`src/hdl/semaphore_wait_queue_manager_unit_macros.svh`:
```
// assertion macros for the semaphore wait queue manager
// used by the top level; expects clk and rst_n in scope
`ifndef SEMAPHORE_WAIT_QUEUE_MANAGER_UNIT_MACROS_SVH
`define SEMAPHORE_WAIT_QUEUE_MANAGER_UNIT_MACROS_SVH

// plain property checked while out of reset
`define SWQM_ASSERT(lbl, prop, msg) \
  lbl: assert property (@(posedge clk) disable iff (!rst_n) prop) else $error(msg);

// antecedent this cycle, consequent in the next cycle
`define SWQM_ASSERT_NEXT(lbl, ante, cons, msg) \
  lbl: assert property (@(posedge clk) disable iff (!rst_n) (ante) |=> (cons)) else $error(msg);

// antecedent and consequent in the same cycle
`define SWQM_ASSERT_IMP(lbl, ante, cons, msg) \
  lbl: assert property (@(posedge clk) disable iff (!rst_n) (ante) |-> (cons)) else $error(msg);

`endif

```
`src/hdl/swqm_pkg.sv`:
```
// shared types and codes for the semaphore wait queue manager
// no dependencies
package swqm_pkg;

  localparam int PW    = 5;
  localparam int NPROC = 32;

  typedef enum logic [1:0] {
    OP_BLOCK   = 2'd0,
    OP_WAKE    = 2'd1,
    OP_UNBLOCK = 2'd2,
    OP_PEEK    = 2'd3
  } op_t;

  localparam logic [1:0] ST_OK   = 2'd0;
  localparam logic [1:0] ST_MISS = 2'd1;
  localparam logic [1:0] ST_FULL = 2'd2;

  typedef struct packed {
    logic key_we;
    logic head_we;
    logic tail_we;
    logic valid_set;
    logic valid_clr;
  } desc_wr_t;

  typedef struct packed {
    logic          link_we;
    logic          desc_we;
    logic          wait_set;
    logic          wait_clr;
    logic [PW-1:0] wait_idx;
  } proc_wr_t;

endpackage

```
`src/hdl/swqm_desc_store.sv`:
```
// descriptor memory: key, head and tail arrays plus valid flags
// depends on swqm_pkg
module swqm_desc_store import swqm_pkg::*; #(
  parameter int DEPTH = 32,
  parameter int AW    = 5,
  parameter int KW    = 32
) (
  input  logic          clk,
  input  logic          rst_n,
  input  logic [AW-1:0] rd_addr,
  output logic          rd_valid,
  output logic [KW-1:0] rd_key,
  output logic [PW-1:0] rd_head,
  output logic [PW-1:0] rd_tail,
  input  logic [AW-1:0] wr_addr,
  input  desc_wr_t      wr_ctl,
  input  logic [KW-1:0] wr_key,
  input  logic [PW-1:0] wr_head,
  input  logic [PW-1:0] wr_tail
);

  logic [KW-1:0] key_mem  [DEPTH];
  logic [PW-1:0] head_mem [DEPTH];
  logic [PW-1:0] tail_mem [DEPTH];
  logic [DEPTH-1:0] valid_r;

  always_ff @(posedge clk) begin
    if (wr_ctl.key_we) key_mem[wr_addr] <= wr_key;
    if (wr_ctl.head_we) head_mem[wr_addr] <= wr_head;
    if (wr_ctl.tail_we) tail_mem[wr_addr] <= wr_tail;
    rd_key  <= key_mem[rd_addr];
    rd_head <= head_mem[rd_addr];
    rd_tail <= tail_mem[rd_addr];
  end

  always_ff @(posedge clk) begin
    if (!rst_n) begin
      valid_r  <= '0;
      rd_valid <= 1'b0;
    end else begin
      if (wr_ctl.valid_set) valid_r[wr_addr] <= 1'b1;
      else if (wr_ctl.valid_clr) valid_r[wr_addr] <= 1'b0;
      rd_valid <= valid_r[rd_addr];
    end
  end

endmodule

```
`src/hdl/swqm_proc_store.sv`:
```
// per-process memory: queue link and owning descriptor, plus waiting flags
// depends on swqm_pkg
module swqm_proc_store import swqm_pkg::*; #(
  parameter int DW = 5
) (
  input  logic             clk,
  input  logic             rst_n,
  input  logic [PW-1:0]    rd_addr,
  output logic [PW-1:0]    rd_link,
  output logic [DW-1:0]    rd_desc,
  input  logic [PW-1:0]    wr_addr,
  input  proc_wr_t         wr_ctl,
  input  logic [PW-1:0]    wr_link,
  input  logic [DW-1:0]    wr_desc,
  output logic [NPROC-1:0] waiting
);

  logic [PW-1:0]    link_mem [NPROC];
  logic [DW-1:0]    desc_mem [NPROC];
  logic [NPROC-1:0] waiting_r;

  always_ff @(posedge clk) begin
    if (wr_ctl.link_we) link_mem[wr_addr] <= wr_link;
    if (wr_ctl.desc_we) desc_mem[wr_addr] <= wr_desc;
    rd_link <= link_mem[rd_addr];
    rd_desc <= desc_mem[rd_addr];
  end

  always_ff @(posedge clk) begin
    if (!rst_n) begin
      waiting_r <= '0;
    end else if (wr_ctl.wait_set) begin
      waiting_r[wr_ctl.wait_idx] <= 1'b1;
    end else if (wr_ctl.wait_clr) begin
      waiting_r[wr_ctl.wait_idx] <= 1'b0;
    end
  end

  assign waiting = waiting_r;

endmodule

```
`src/hdl/semaphore_wait_queue_manager_unit.sv`:
```
// block/wake/peek scan the descriptor memory one entry a cycle; unblock walks the queue
// links one hop a cycle; rejected items go straight to S_DONE
// throughput: one item at a time, set by the single read port of each memory; the next
// transfer in can be taken in the cycle after the result register loads
// reset: all descriptors free and no process waiting; no clearing pass needed
module semaphore_wait_queue_manager_unit import swqm_pkg::*; #(
  parameter int MAX_PROCS = 32,
  parameter int KEY_BITS  = 32
) (
  input  logic          clk,
  input  logic          rst_n,
  input  logic          in_valid,
  output logic          in_ready,
  input  logic [1:0]    in_op,
  input  logic [31:0]   in_sem_key,
  input  logic [4:0]    in_proc_id,
  output logic          out_valid,
  input  logic          out_ready,
  output logic [1:0]    out_status,
  output logic [4:0]    out_result_proc
);
`include "semaphore_wait_queue_manager_unit_macros.svh"

  localparam int DW = $clog2(MAX_PROCS);
  localparam int KW = (KEY_BITS < 32) ? KEY_BITS : 32;

  typedef enum logic [3:0] {
    S_IDLE, S_SCAN, S_B_NEW, S_B_APP, S_B_FIN, S_W_WR,
    S_U_RDP, S_U_RDD, S_U_CHK, S_DONE
  } state_t;

  state_t        state_r;
  op_t           op_r;
  logic [KW-1:0] key_r;
  logic [PW-1:0] p_r, head_r, tail_r, prev_r, plink_r, res_r;
  logic [1:0]    st_r;
  logic [DW-1:0] d_r, free_r, chk_idx_r;
  logic [DW:0]   cnt_r;
  logic          chk_v_r, free_found_r;
  logic          out_valid_r;
  logic [1:0]    out_status_r;
  logic [PW-1:0] out_res_r;

  logic [DW-1:0]    drd_addr, dwr_addr;
  logic             drd_valid;
  logic [KW-1:0]    drd_key;
  logic [PW-1:0]    drd_head, drd_tail, dwr_head, dwr_tail;
  desc_wr_t         dwr;
  logic [PW-1:0]    prd_addr, prd_link, pwr_addr, pwr_link;
  logic [DW-1:0]    prd_desc;
  proc_wr_t         pwr;
  logic [NPROC-1:0] waiting;

  logic in_xfer, p_ok, cnt_live, scan_found, scan_last, free_now;

  assign in_xfer    = in_valid && in_ready;
  assign p_ok       = (32'(in_proc_id) < MAX_PROCS);
  assign cnt_live   = (32'(cnt_r) < MAX_PROCS);
  assign scan_found = chk_v_r && drd_valid && (drd_key == key_r);
  assign scan_last  = chk_v_r && (chk_idx_r == DW'(MAX_PROCS - 1));
  assign free_now   = chk_v_r && !drd_valid && !free_found_r;

  swqm_desc_store #(.DEPTH(MAX_PROCS), .AW(DW), .KW(KW)) u_desc (
    .clk, .rst_n,
    .rd_addr(drd_addr), .rd_valid(drd_valid), .rd_key(drd_key),
    .rd_head(drd_head), .rd_tail(drd_tail),
    .wr_addr(dwr_addr), .wr_ctl(dwr), .wr_key(key_r),
    .wr_head(dwr_head), .wr_tail(dwr_tail)
  );

  swqm_proc_store #(.DW(DW)) u_proc (
    .clk, .rst_n,
    .rd_addr(prd_addr), .rd_link(prd_link), .rd_desc(prd_desc),
    .wr_addr(pwr_addr), .wr_ctl(pwr), .wr_link(pwr_link), .wr_desc(d_r),
    .waiting
  );

  // read addresses and write strobes
  always_comb begin
    drd_addr = d_r;
    prd_addr = p_r;
    dwr      = '0;
    dwr_addr = d_r;
    dwr_head = p_r;
    dwr_tail = p_r;
    pwr      = '0;
    pwr_addr = p_r;
    pwr_link = p_r;
    pwr.wait_idx = p_r;
    case (state_r)
      S_IDLE: prd_addr = in_proc_id;
      S_SCAN: begin
        drd_addr = cnt_r[DW-1:0];
        prd_addr = drd_head;
        if (scan_found && op_r == OP_WAKE && drd_head == drd_tail) begin
          dwr.valid_clr = 1'b1;
          dwr_addr      = chk_idx_r;
          pwr.wait_clr  = 1'b1;
          pwr.wait_idx  = drd_head;
        end
      end
      S_B_NEW: begin
        dwr.key_we    = 1'b1;
        dwr.head_we   = 1'b1;
        dwr.tail_we   = 1'b1;
        dwr.valid_set = 1'b1;
      end
      S_B_APP: begin
        dwr.tail_we = 1'b1;
        pwr.link_we = 1'b1;
        pwr_addr    = tail_r;
      end
      S_B_FIN: begin
        pwr.link_we  = 1'b1;
        pwr.desc_we  = 1'b1;
        pwr.wait_set = 1'b1;
        pwr_link     = '0;
      end
      S_W_WR: begin
        dwr.head_we  = 1'b1;
        dwr_head     = prd_link;
        pwr.wait_clr = 1'b1;
        pwr.wait_idx = head_r;
      end
      S_U_RDP: drd_addr = prd_desc;
      S_U_RDD: begin
        prd_addr = drd_head;
        if (drd_valid && drd_head == p_r) begin
          pwr.wait_clr = 1'b1;
          if (drd_tail == p_r) begin
            dwr.valid_clr = 1'b1;
          end else begin
            dwr.head_we = 1'b1;
            dwr_head    = plink_r;
          end
        end
      end
      S_U_CHK: begin
        prd_addr = prd_link;
        if (prd_link == p_r) begin
          pwr.wait_clr = 1'b1;
          pwr.link_we  = 1'b1;
          pwr_addr     = prev_r;
          pwr_link     = plink_r;
          dwr.tail_we  = (tail_r == p_r);
          dwr_tail     = prev_r;
        end
      end
      default: ;
    endcase
  end

  always_ff @(posedge clk) begin
    if (!rst_n) begin
      state_r      <= S_IDLE;
      out_valid_r  <= 1'b0;
      chk_v_r      <= 1'b0;
      free_found_r <= 1'b0;
    end else begin
      if (out_valid_r && out_ready) out_valid_r <= 1'b0;
      case (state_r)
        S_IDLE: begin
          if (in_xfer) begin
            op_r         <= op_t'(in_op);
            key_r        <= in_sem_key[KW-1:0];
            p_r          <= in_proc_id;
            cnt_r        <= '0;
            chk_v_r      <= 1'b0;
            free_found_r <= 1'b0;
            st_r         <= ST_MISS;
            res_r        <= '0;
            case (op_t'(in_op))
              OP_BLOCK:   state_r <= (p_ok && !waiting[in_proc_id]) ? S_SCAN : S_DONE;
              OP_UNBLOCK: state_r <= (p_ok && waiting[in_proc_id]) ? S_U_RDP : S_DONE;
              default:    state_r <= S_SCAN;
            endcase
          end
        end
        S_SCAN: begin
          cnt_r     <= cnt_live ? cnt_r + 1'b1 : cnt_r;
          chk_v_r   <= cnt_live;
          chk_idx_r <= cnt_r[DW-1:0];
          if (free_now) begin
            free_r       <= chk_idx_r;
            free_found_r <= 1'b1;
          end
          if (scan_found) begin
            d_r    <= chk_idx_r;
            head_r <= drd_head;
            tail_r <= drd_tail;
            case (op_r)
              OP_BLOCK: state_r <= S_B_APP;
              OP_WAKE: begin
                st_r    <= ST_OK;
                res_r   <= drd_head;
                state_r <= (drd_head == drd_tail) ? S_DONE : S_W_WR;
              end
              default: begin
                st_r    <= ST_OK;
                res_r   <= drd_head;
                state_r <= S_DONE;
              end
            endcase
          end else if (scan_last) begin
            if (op_r == OP_BLOCK && (free_now || free_found_r)) begin
              d_r     <= free_now ? chk_idx_r : free_r;
              state_r <= S_B_NEW;
            end else begin
              st_r    <= (op_r == OP_BLOCK) ? ST_FULL : ST_MISS;
              state_r <= S_DONE;
            end
          end
        end
        S_B_NEW, S_B_APP: state_r <= S_B_FIN;
        S_B_FIN: begin
          st_r    <= ST_OK;
          state_r <= S_DONE;
        end
        S_W_WR: state_r <= S_DONE;
        S_U_RDP: begin
          plink_r <= prd_link;
          d_r     <= prd_desc;
          state_r <= S_U_RDD;
        end
        S_U_RDD: begin
          if (!drd_valid) begin
            state_r <= S_DONE;
          end else if (drd_head == p_r) begin
            st_r    <= ST_OK;
            res_r   <= p_r;
            state_r <= S_DONE;
          end else begin
            prev_r  <= drd_head;
            tail_r  <= drd_tail;
            state_r <= S_U_CHK;
          end
        end
        S_U_CHK: begin
          if (prd_link == p_r) begin
            st_r    <= ST_OK;
            res_r   <= p_r;
            state_r <= S_DONE;
          end else if (prev_r == tail_r) begin
            state_r <= S_DONE;
          end else begin
            prev_r <= prd_link;
          end
        end
        S_DONE: begin
          if (!out_valid_r || out_ready) begin
            out_valid_r  <= 1'b1;
            out_status_r <= st_r;
            out_res_r    <= (st_r == ST_OK) ? res_r : '0;
            state_r      <= S_IDLE;
          end
        end
        default: state_r <= S_IDLE;
      endcase
    end
  end

  assign in_ready        = (state_r == S_IDLE);
  assign out_valid       = out_valid_r;
  assign out_status      = out_status_r;
  assign out_result_proc = out_res_r;

  `SWQM_ASSERT_NEXT(a_one_item, in_xfer, !in_ready, "second item taken while busy")
  `SWQM_ASSERT_IMP(a_res_zero, out_valid && out_status != ST_OK, out_result_proc == '0,
                   "nonzero process on failed result")
  `SWQM_ASSERT_IMP(a_status_code, out_valid,
                   out_status == ST_OK || out_status == ST_MISS || out_status == ST_FULL,
                   "undefined status code")
  `SWQM_ASSERT(a_valid_wr, $onehot0({dwr.valid_set, dwr.valid_clr}),
               "descriptor set and freed together")

endmodule

```
`config.mk`:
```
export PLATFORM = sky130hd
export DESIGN_NAME = semaphore_wait_queue_manager_unit
export DESIGN_NICKNAME = d
export VERILOG_FILES = /design/src/hdl/swqm_pkg.sv /design/src/hdl/swqm_desc_store.sv /design/src/hdl/swqm_proc_store.sv /design/src/hdl/semaphore_wait_queue_manager_unit.sv
export VERILOG_INCLUDE_DIRS = /design/src /design/src/hdl
export SDC_FILE = /design/constraint.sdc
export NUM_CORES = 2
export LEC_CHECK = 0
export BUFFER_PORTS_ARGS = -buffer_cell sky130_fd_sc_hd__buf_2
export CAP_MARGIN = 20
export CORE_MARGIN = 1.5
export CORE_UTILIZATION = 65
export DETAILED_ROUTE_END_ITERATION = 10
export PLACE_DENSITY_LB_ADDON = 0.15
export SLEW_MARGIN = 20
export SYNTH_ARGS = -nofsm -noshare
export SYNTH_HDL_FRONTEND = slang
export SYNTH_SLANG_ARGS = --single-unit
```
`constraint.sdc`:
```
create_clock -name clk -period 13.25 [get_ports clk]
set_clock_uncertainty 0.1 [all_clocks]
set_input_delay 1.9875 -clock clk [delete_from_list [all_inputs] [get_ports clk]]
set_output_delay 1.9875 -clock clk [all_outputs]
set_load 0.03 [all_outputs]
```
# ---- Word level (Yosys, flattened, before mapping)
# Memory sizes are Yosys's and may differ from the RTL's. A register that Yosys moved wholly into a read port is not among the register bits.
# Index checks and enable logic that the tools add are counted.
dict set report totals {
  ff_bits 166
  ramBits 1664
  input_bits 43
  out_inout_bits 9
  elab_cells 233
  n_memories 5
}
# memory words width rd rd_ports_with_merged_regs wr line
set mem_list {}
lappend mem_list {u_desc.key_mem 32 32 1 1 1 swqm_desc_store.sv:22} ;# logic [KW-1:0] key_mem [DEPTH];
lappend mem_list {u_desc.head_mem 32 5 1 1 1 swqm_desc_store.sv:23} ;# logic [PW-1:0] head_mem [DEPTH];
lappend mem_list {u_desc.tail_mem 32 5 1 1 1 swqm_desc_store.sv:24} ;# logic [PW-1:0] tail_mem [DEPTH];
lappend mem_list {u_proc.desc_mem 32 5 1 1 1 swqm_proc_store.sv:19} ;# logic [DW-1:0] desc_mem [NPROC];
lappend mem_list {u_proc.link_mem 32 5 1 1 1 swqm_proc_store.sv:18} ;# logic [PW-1:0] link_mem [NPROC];
dict set report classes {
  n_addsub 1
  order_cmp 7
  eq_ne 36
  muxes 107
  bitwise 6
  n_reduce_logical 49
}
# op n
set ops {}
lappend ops {{$mux W32} 4}
lappend ops {{$mux W5} 24}
lappend ops {{$pmux W5 S2} 8}
lappend ops {{$and A32 B32 Y32} 2}
lappend ops {{$not A32 Y32} 2}
lappend ops {{$or A32 B32 Y32} 2}
lappend ops {{$mux W4} 10}
lappend ops {{$eq A32 B32 Y1} 1}
lappend ops {{$pmux W4 S8} 1}
lappend ops {{$eq A5 B5 Y1} 6}
lappend ops {{$mux W1} 30}
lappend ops {{$lt A5 B6 Y1 const B} 4}
lappend ops {{$mux W2} 10}
lappend ops {{$ne A2 B2 Y1 const B} 10}
lappend ops {{$pmux W5 S4} 1}
lappend ops {{$mux W6} 3}
lappend ops {{$eq A4 B3 Y1 const B} 4}
lappend ops {{$pmux W4 S2} 2}
lappend ops {{$ne A3 B3 Y1 const B} 5}
lappend ops {{$pmux W5 S3} 1}
lappend ops {{$logic_and A1 B1 Y1} 13}
lappend ops {{$pmux W1 S2} 6}
lappend ops {{$pmux W6 S2} 1}
lappend ops {{$reduce_and A3 Y1} 4}
lappend ops {{28 further kinds} 52}

# ---- Depth between registers and ports, before layout
dict set report depth {
  ltp_word 14
  mapped_depth 13
  mapped_depth_nobuf 9
}

# ---- Modules after synthesis
# From an unflattened synthesis, not the netlist that was laid out.
dict set report hier_totals {
  hier_cells 3749
  hier_area_um2 74421.4
}
# module instances cells_each area_each_um2 seq_area_each_um2
set modules_own_cells {}
lappend modules_own_cells {swqm_desc_store 1 2268 54014.3 41860.1}
lappend modules_own_cells {swqm_proc_store 1 945 14511.4 10450.0}
lappend modules_own_cells {semaphore_wait_queue_manager_unit 1 536 5895.7 2962.8}

# ---- Least setup slack after synthesis
# Ideal clock, no wire load.
dict set report synth_path {
  path_type {register -> register}
  start {reg key_r[15]}
  end {mem u_desc.key_mem[11][0] (enable)}
  setup_time_ns 0.423
  arrival_ns 4.663
  required_ns 12.727
  setup_slack_ns 8.064
  stages_incl_launch_ff 11
  n_path_buf 2
  synth_period_minus_slack_ns 5.186
  cell_sequence {edfxtp_1 xor2_1 or4_4 or4b_4 nor4_4 and2_2 buf_6 buf_6 mux2i_1 nand2_1 nor2_1}
}
dict set report synth_via {
  elab_chain_cells 6
}
# item line
set synth_lines {}
lappend synth_lines {{start, declared} semaphore_wait_queue_manager_unit.sv:34} ;# logic [KW-1:0] key_r;
lappend synth_lines {{start signal, assigned} semaphore_wait_queue_manager_unit.sv:165} ;# key_r <= in_sem_key[KW-1:0];
lappend synth_lines {{$eq A32 B32 Y1} semaphore_wait_queue_manager_unit.sv:59} ;# assign scan_found = chk_v_r && drd_valid && (drd_key == key_r);
lappend synth_lines {{$logic_and A1 B1 Y1} semaphore_wait_queue_manager_unit.sv:59}
lappend synth_lines {{$logic_and A1 B1 Y1 (2 in series)} semaphore_wait_queue_manager_unit.sv:95} ;# if (scan_found && op_r == OP_WAKE && drd_head == drd_tail) begin
lappend synth_lines {{$mux W5} semaphore_wait_queue_manager_unit.sv:95}
lappend synth_lines {{$mux W5} semaphore_wait_queue_manager_unit.sv:90} ;# case (state_r)
lappend synth_lines {{end, declared} swqm_desc_store.sv:22}
# Every way passes these cells.

# ---- Worst setup path after layout
dict set report layout_path {
  start {reg key_r[12]}
  end {mem u_desc.key_mem[23][20] (enable)}
}
# Same word-level chain as after synthesis.

==> run summary <==
The number of global-route vias before repair came out at around 47,000. The area of the core is ~0.12 mm^2. The clock group share of total power is 0.324. The count of pins over their slew limit came out at 0.

The number of warnings reported in the yosys synthesis log came out at 0. The count of buffers from port buffering came out at 51. The final sum of negative setup slack is 0 ns. Data on the critical path is required at its endpoint by around 14 ns. The number of design-rule violations left by the first detailed-router iteration is ~7,500. The area growth from synthesis to layout came out at 10.51%. Detailed placement ended at an HPWL of around 110,000 um. The clock tree synthesis step divided the H-tree into 4 levels.

The root cell of the clock tree is clkbuf_16. The largest fanout on the critical path came out at 33. The initial core utilization came out at 0.6549. The maximum number of pins on one net before global-route repair came out at roughly 210. The peak ir drop on the vdd network is approximately 0.18 mV.

The weighted congestion reported at the end of routability-driven placement is 0.9209. The share of total power consumed by net switching came out at 0.3229. Counting flops with an async set or reset pin after synthesis yields a share of 0. The worst hold path belongs to the class register to register. The mean number of vias per cell came out at 6.625. The TritonCTS buffer count came out at 181.

For this design the total switching power over the nets is 5240 uW. Setup repair after global routing left no endpoint under its margin. The detailed-route DRC error count is 0. Summing internal, switching and leakage power gives 16,220 uW. The post-synthesis cell type count came out at 76. The number of endpoints with negative hold slack in the final report is 0. In the synthesized netlist the dominant register cell turns out to be edfxtp_1. The internal portion of total power came out at about 11,000 uW.

The share of the core filled with cells in the final layout is 0.7237. The initial antenna violation count is 3. The global-route wire length before repair is 295,800 um. TritonCTS built the clock tree.

The tool flagged a number of max-cap violations equal to 0. In the finished design, the share of the clock period the worst path needs comes to 0.4843. The placement row count came out at about 130.

The fraction of layout instances using a drive strength above 1 came out at 0.09047. The synthesized design contains between 1,500 and 2,000 enable-type register cells. The count of antenna-violating nets left after detailed routing is 0. The cell leakage power is between 0.02 and 0.03 uW. The worst pin sits at a relative slew slack of 0.1611. The detailed router placed about 50,000 vias in this run. The clock latency of the later-clocked register in the worst-skew pair is approximately 0.80 ns. For the finished layout, the period the worst path requires is 6.417 ns. The cell count after synthesis is 5,938. The number of nets in the synthesized netlist is roughly 6,000.

After clock tree synthesis, the setup repair step added 0 buffers. The endpoint class of the critical path is a register. For this run, the register share of the synthesized area comes to 0.7272. For this run, the top clock speed supported by timing is 0.1558 GHz. The number of primary I/O pins came out at 52. The overall overflow remaining after global route is 0. In the final routed layout, each cell accounts on average for roughly 26 um. The critical path is of the register to register type. The final net count came out at about 5,900. The height of the die is around 340 um. The number of buffers between clock root and the deepest sink is 3.

The worst setup path is launched from a register. Of the total power, combinational logic draws 0.250. The floorplan die area came out at 0.1190 mm^2.

The detailed-routing iteration count for the pre-antenna-repair pass is 8. After synthesis the cells add up to roughly 0.076 mm^2. The average footprint of a synthesized cell came out at approximately 13 um^2. Setup violations remaining at the end of the flow were counted as 0.

The count of cells resized by post-cts repair is 0. The transition time of the tightest slew-check pin came out at 1.243 ns. The chip width is 344.9 um.

The number of hold buffers added after CTS was 0. The total wire length after detailed routing came out at approximately 200,000 um. The global-route usage over all layers came out at 0.3353. The clock sink count is 1,882. The power density normalized to cell area came out at slightly below 200 mW/mm^2.

The run finished with clean final reports. The clock edge transition at the registers on the reported setup and hold paths is roughly 0.060 ns. The arrival time at the worst endpoint came out at just under 7 ns. The register share of total power came out at 0.426.

The number of synthesized register bits came out at ~1,900.
==> power by group through the flow <==
stage	combinational (uW)	sequential (uW)	clock, uW
floorplan	2750	6950	0
global placement	3870	7030	0
detailed placement	3960	7030	0
CTS	4000	6910	5270
global route	4380	6920	5500
finish	4060	6910	5250
==> area by class of cell <==
| cell class | instances | area [um^2] |
|---|---|---|
| flip-flops and latches | 1882 | 55270 |
| diodes | 3 | 7.507 |
| well taps | 1524 | 1907 |
| clock inverters | 93 | 1016 |
| clock buffers | 246 | 5044 |
| repair buffers | 162 | 1176 |
| fillers | 7401 | 32060 |
| inverters | 17 | 63.81 |
| multi-input cells | 3635 | 19500 |
==> cells in the final DEF (no fill, tap or decap), types with 14 or more instances in the layout <==
cell type and count:
xor2_1 46, and3_1 210, dfxtp_1 124, nor2_4 16
nand4_1 21, o311ai_0 42, a21oi_1 30, xnor2_1 20
and2_1 14, nor2_1 180, clkbuf_1 47, mux4_2 28
o21a_1 53, a31oi_1 35, bufinv_16 20, nand2b_1 19
nand3_1 553, o31ai_1 54, nor3_1 21, a311oi_1 280
buf_4 102, o21ai_0 27, clkbuf_16 189, nand2_1 1758
buf_2 52, mux2i_1 23, edfxtp_1 1758, clkinv_1 27
clkinv_2 33
==> synth_stat cells, types with 4 or more instances <==
| cell type | number | share of area |
|---|---|---|
| or3_1 | 11 | 0.00091 |
| a311oi_1 | 280 | 0.032 |
| o31ai_1 | 54 | 0.0053 |
| inv_1 | 17 | 0.00084 |
| nand2b_1 | 19 | 0.0016 |
| nor3_1 | 22 | 0.0014 |
| mux2i_1 | 24 | 0.0032 |
| nor3_2 | 7 | 0.00092 |
| nand3_1 | 553 | 0.036 |
| nand4_1 | 21 | 0.0017 |
| a221oi_1 | 5 | 0.00058 |
| o21a_1 | 54 | 0.0053 |
| clkbuf_1 | 324 | 0.016 |
| buf_2 | 49 | 0.0032 |
| nor2_1 | 199 | 0.0098 |
| xnor2_1 | 20 | 0.0023 |
| edfxtp_1 | 1758 | 0.69 |
| nor4_1 | 9 | 0.00074 |
| a221o_1 | 11 | 0.0014 |
| o311ai_0 | 42 | 0.0048 |
| a211o_1 | 10 | 0.0012 |
| or2_2 | 4 | 0.00033 |
| xor2_1 | 46 | 0.0053 |
| mux2_2 | 10 | 0.0015 |
| nor2b_1 | 5 | 0.00041 |
| dfxtp_1 | 124 | 0.033 |
| nand3b_1 | 7 | 0.00069 |
| and4b_1 | 4 | 0.00053 |
| a22o_1 | 9 | 0.0010 |
| nand2_1 | 1763 | 0.087 |
| o211ai_1 | 13 | 0.0013 |
| o21ai_0 | 30 | 0.0020 |
| a21o_1 | 4 | 0.00040 |
| a22oi_1 | 10 | 0.00099 |
| and2_1 | 14 | 0.0012 |
| o21bai_1 | 5 | 0.00049 |
| buf_1 | 28 | 0.0014 |
| a21oi_1 | 35 | 0.0023 |
| a21boi_0 | 5 | 0.00049 |
| a31oi_1 | 35 | 0.0029 |
| nor4b_1 | 6 | 0.00069 |
| o22ai_1 | 12 | 0.00099 |
| and3_1 | 210 | 0.017 |
| mux4_2 | 28 | 0.0083 |
==> layer usage <==
metal,GRT usage,part of all wire
met4,0.1201,0.034
met5,0,0.000065
met1,0.4822,0.38
met2,0.5222,0.47
met3,0.05948,0.11
==> registers in the layout (all words and copies together), names as in the netlist, 6 cells and up, named ones only <==
| signal | count |
|---|---|
| cnt_r | 6 |
| u_proc.link_mem | 160 |
| key_r | 32 |
| u_desc.tail_mem | 160 |
| u_proc.desc_mem | 160 |
| u_desc.rd_key | 32 |
| u_desc.key_mem | 1024 |
| u_desc.head_mem | 160 |
==> cells by family (layout without fill, tap and decap cells) <==
logic type,count (synthesis),count (layout),share of synthesized area
simple gates,2871,2871,0.1640
flops,1882,1882,0.7272
compound gates,635,635,0.06620
buf+inv,421,518,0.02185
xor+xnor,66,66,0.007606
mux,62,62,0.01294
fa+ha+maj,1,1,0.0001646
other cells,0,3,0
==> stage by stage <==
stage,cells,setup WS [ns],hold slack (ns),instance area [um^2]
after global routing,7561,6.651,0.3797,83990
after CTS,7558,7.073,0.3627,83960
after floorplan,5938,8.064,0.3064,76000
final,7562,6.833,0.3612,83990
after detailed placement,7219,7.078,0.3544,77900
after global placement,7216,7.155,0.3423,77840
==> critical path: stages, from the launching register on <==
cell	delay [ns]
edfxtp_1	1.01
xor2_1	0.24
nor4_1	0.89
nand4_1	0.40
nor4_4	0.64
and2_2	0.52
mux2i_1	0.37
nand2_1	0.54
nor2_4	0.69
buf_4	0.59
==> path summary, 6_finish.rpt <==
kind | slack [ns] | to | cells past startpoint | startpoint
setup / recovery | 6.83 | u_desc.key_mem[23][20]$_DFFE_PP_ | 9 | key_r[12]$_DFFE_PP_
setup reg to reg | 6.83 | u_desc.key_mem[23][20]$_DFFE_PP_ | 9 | key_r[12]$_DFFE_PP_
hold reg to reg | 0.36 | register | 2 | register
hold / removal | 0.36 | register | 2 | register
Note: power is estimated with default switching activity, not from simulation.
